## config.mk

```make
export PLATFORM = sky130hd
export DESIGN_NAME = mvna_ram
export DESIGN_NICKNAME = d
export VERILOG_FILES = /design/src/mvna_ram.sv
export SDC_FILE = /design/constraint.sdc
export NUM_CORES = 2
export LEC_CHECK = 0
export BUFFER_PORTS_ARGS = -buffer_cell sky130_fd_sc_hd__buf_2
export CAP_MARGIN = 20
export CORE_MARGIN = 1
export CORE_UTILIZATION = 65
export CTS_BUF_LIST = sky130_fd_sc_hd__clkbuf_16
export CTS_CLUSTER_SIZE = 28
export DETAILED_ROUTE_END_ITERATION = 7
export HOLD_SLACK_MARGIN = 0.05
export PLACE_DENSITY = 0.82
export SLEW_MARGIN = 30
export SYNTH_ARGS = -nofsm -noshare
export SYNTH_HDL_FRONTEND = slang
export SYNTH_SLANG_ARGS = --single-unit
export TNS_END_PERCENT = 10
```

## constraint.sdc

```tcl
create_clock -name i_clk -period 9.77 [get_ports i_clk]
set_input_delay 1.954 -clock i_clk [delete_from_list [all_inputs] [get_ports i_clk]]
set_output_delay 1.954 -clock i_clk [all_outputs]
set_load 0.005 [all_outputs]
```

## src/mvna_ram.sv

```systemverilog
// Generic single-write, single-read RAM with registered read data.
`default_nettype none

module mvna_ram #(
    parameter int WIDTH = 48,
    parameter int DEPTH = 64,
    localparam int AW = (DEPTH > 1) ? $clog2(DEPTH) : 1
) (
    input  wire logic             i_clk,
    input  wire logic             i_we,
    input  wire logic [AW-1:0]    i_waddr,
    input  wire logic [WIDTH-1:0] i_wdata,
    input  wire logic [AW-1:0]    i_raddr,
    output logic      [WIDTH-1:0] o_rdata
);

    logic [WIDTH-1:0] r_mem [DEPTH];

    // Write port and registered read port
    always_ff @(posedge i_clk) begin
        if (i_we) begin
            r_mem[i_waddr] <= i_wdata;
        end
        o_rdata <= r_mem[i_raddr];
    end

endmodule

`default_nettype wire

```

==> results.sh <==
export IMPL_avgRoutedWirePerCell_um=44.9
export IMPL_slew_headroom=0.232
export IMPL_postSynthRegisterBits=3120
export IMPL_final_area_mm2=0.130
export IMPL_drt_total_wl_mm=351
export IMPL_p_total_mw=27.5
export IMPL_place_area_mm2=0.121
export IMPL_drive_gt1_frac=0.275
export IMPL_final_max_slew_viol_count=0
export IMPL_fmax_ghz=0.197
export IMPL_root_buffer="clkbuf_16"
export IMPL_drc=0
export IMPL_cts_sinks=3120
export IMPL_critPathKind="in2reg"
export IMPL_crit_start="i_raddr[1]"
export IMPL_yosysWarningCount=0
export IMPL_yosysUniqueCellTypes=36
export IMPL_cellPowerDensity_mw_per_mm2=211
export IMPL_antenna_left=0
export IMPL_final_nets=5298
export IMPL_clkTransAtPathRegs_ns=0.08
export IMPL_core_area_mm2=0.179
export IMPL_hold_viol=0
export IMPL_synth_sequential_area_ratio=0.796
export IMPL_vias_per_cell=7.98
export IMPL_cts_buffer_depth=4
export IMPL_cts_setup_buffers=0
export IMPL_cp_cell_sequence="buf_8 -> buf_12 -> buf_4 -> mux4_2 -> a22o_1 -> a221oi_1 -> a221oi_1"
export IMPL_synth_edf_count=3072
export IMPL_routabilityCongestion=0.824
export IMPL_worstMarginPinSlew_ns=1.15
export IMPL_critPathTopFamily="buffers and inverters"
export IMPL_cts_tree="yes"
export IMPL_synth_area_top_cells="edfxtp_1, mux4_2, dfxtp_1"
export IMPL_worstPathArrival_ns=5.82
export IMPL_fin_crit_sh=0.520
export IMPL_timing_rr_start="r_mem[47][41]"
export IMPL_hold_buffers=0
export IMPL_rsz0062_at_grt="no"
export IMPL_clock_skew_ns=0.0496
export IMPL_clock_latency_ns=0.96
export IMPL_htreeDepth=5
export IMPL_critPathMaxStageDelay_ns=0.84
export IMPL_dp_hpwl_mm=157
export IMPL_grt_pass1_vias=62800
export IMPL_syn2layout_area_growth_pct=11.3
export IMPL_ioPinCount=110
export IMPL_track_usage=0.384
export IMPL_cpMaxStageDelayCell="buf_4"
export IMPL_p_leak_nw=40.7
export IMPL_fin_crit_ns=5.08
export IMPL_r2r_cells=5
export IMPL_final_common_cell="edfxtp_1"
export IMPL_fillers=8744
export IMPL_hp_class="reg2reg"
export IMPL_netlist_area_leader_share=0.788
export IMPL_rows=155
export IMPL_syn_inst=4970
export IMPL_drtPass1Iterations=6
export IMPL_overflow=0
export IMPL_grt_pass1_wl_mm=475
export IMPL_dr_first_iter_drc_count=12100
export IMPL_final_cell_mix="edfxtp_1, mux4_2, clkbuf_16"
export IMPL_grt_max_degree=125
export IMPL_design_die_area_mm2=0.182
export IMPL_worst_path_most_repeated_cell="a221oi_1"
export IMPL_cp_max_fo=102
export IMPL_via_count=62300
export IMPL_cp_depth=7
export IMPL_crit_buf_inv=3
export IMPL_ir_drop_uv=199
export IMPL_port_buffers=109
export IMPL_worstPathRequired_ns=10.52
export IMPL_initial_utilization=0.656
export IMPL_finalSetupViolations=0
export IMPL_cts_buffers=299
export IMPL_die_y_um=426
export IMPL_start_kind="input port"
export IMPL_cts_repair_resized=0
export IMPL_synth_flop_cell="edfxtp_1"
export IMPL_status="finished, final reports clean"
export IMPL_synth_avg_cell_area_um2=23.6
export IMPL_post_place_cells=7278
export IMPL_layout_cells_non_filler=7804
export IMPL_synth_area_leader_cell="edfxtp_1"
export IMPL_end_kind="register"
export IMPL_r2r_slack_ns=7.27
export IMPL_r2r_end="o_rdata[41]"
export IMPL_fp_dieW_um=426
export IMPL_async_reset_ff_frac=0
export IMPL_antenna_found_initial=10
export IMPL_drv_cap=0
export IMPL_netlist_area_mm2=0.117
export IMPL_crit_end="o_rdata[18]"
export IMPL_fin_setup_tns_ns=0
export IMPL_synthesis_nets=5032
==> cell families (layout without fill, tap and decap cells) <==
family	count (synthesis)	after routing	share of synthesized area
DFF	3120	3120	0.796
muxes	829	829	0.152
AOI/OAI and AO/OA	486	486	0.0302
buffers and inverters	282	754	0.0128
and+or+nand+nor	253	253	0.00957
other	0	7	0
==> report_power, final <==
group / switching [mW] / total, mW / internal (mW)
combinational: 0.879 / 1.34 / 0.459
clock: 5.08 / 11.3 / 6.22
sequential: 0.0835 / 14.9 / 14.8
total: 6.04 / 27.5 / 21.5
==> how the worst min path moves through the flow <==
stage / start / endpoint / slack [ns] / depth (start not counted)
after floorplan: r_mem[58][13] / o_rdata[13] / 0.71 / 4
after global placement: r_mem[58][13] / o_rdata[13] / 0.76 / 4
after detailed placement: r_mem[58][20] / o_rdata[20] / 0.82 / 4
after CTS: r_mem[58][24] / o_rdata[24] / 0.83 / 4
after global routing: r_mem[59][24] / o_rdata[24] / 0.91 / 4
final: r_mem[58][24] / o_rdata[24] / 0.84 / 4
==> registers in the layout (all words and copies together) (netlist names) <==
signal,flops
o_rdata,48
r_mem,3072
==> area by class of cell <==
class	instances	area [um2]	share of cell area
flip-flops and latches	3120	93200	0.715
well taps	2355	2950	0.0226
diodes	7	17.5	0.000134
clock inverters	201	1430	0.0110
multi-input cells	1568	23000	0.176
repair buffers	247	2140	0.0164
clock buffers	306	7660	0.0587
==> routing by layer <==
layer	wire length, um	part of all wire	GRT usage
met5	31	0.000088	0
met4	29500	0.084	0.261
met3	49300	0.14	0.101
met2	168000	0.48	0.606
met1	104000	0.30	0.471
==> worst reg2reg max path, stage by stage, from the launching register on <==
cell and delay (ns):
edfxtp_1 0.42, mux4_2 0.53, o221ai_1 0.20, a21oi_1 0.07
a21oi_1 0.84, a221oi_1 0.22
==> stage by stage <==
step | hold slack, ns | util | worst slack (ns)
after floorplan | 0.710 | - | 3.53
after global placement | 0.762 | 0.676 | 3.84
after detailed placement | 0.817 | 0.677 | 3.83
after CTS | 0.829 | 0.728 | 4.64
after global routing | 0.907 | 0.730 | 4.49
final | 0.835 | 0.730 | 4.69
==> cells in the mapped netlist (2+ instances only) <==
cell	count
a211oi_1	32
a21oi_1	74
a221oi_1	83
a22o_1	57
a22oi_1	72
a311oi_1	11
a31o_2	5
and2_1	3
buf_1	12
buf_2	98
buf_4	62
buf_6	11
clkbuf_1	98
dfxtp_1	48
edfxtp_1	3072
mux2_2	12
mux2i_1	63
mux4_2	754
nand2_1	55
nand2b_1	10
nand3_1	7
nand3b_1	5
nand4_1	2
nor2_1	132
nor2b_1	24
nor3_1	3
o221ai_1	28
o22ai_1	122
or2_2	3
or3_1	3
or3b_2	4
(Power assumes the default switching activity.)
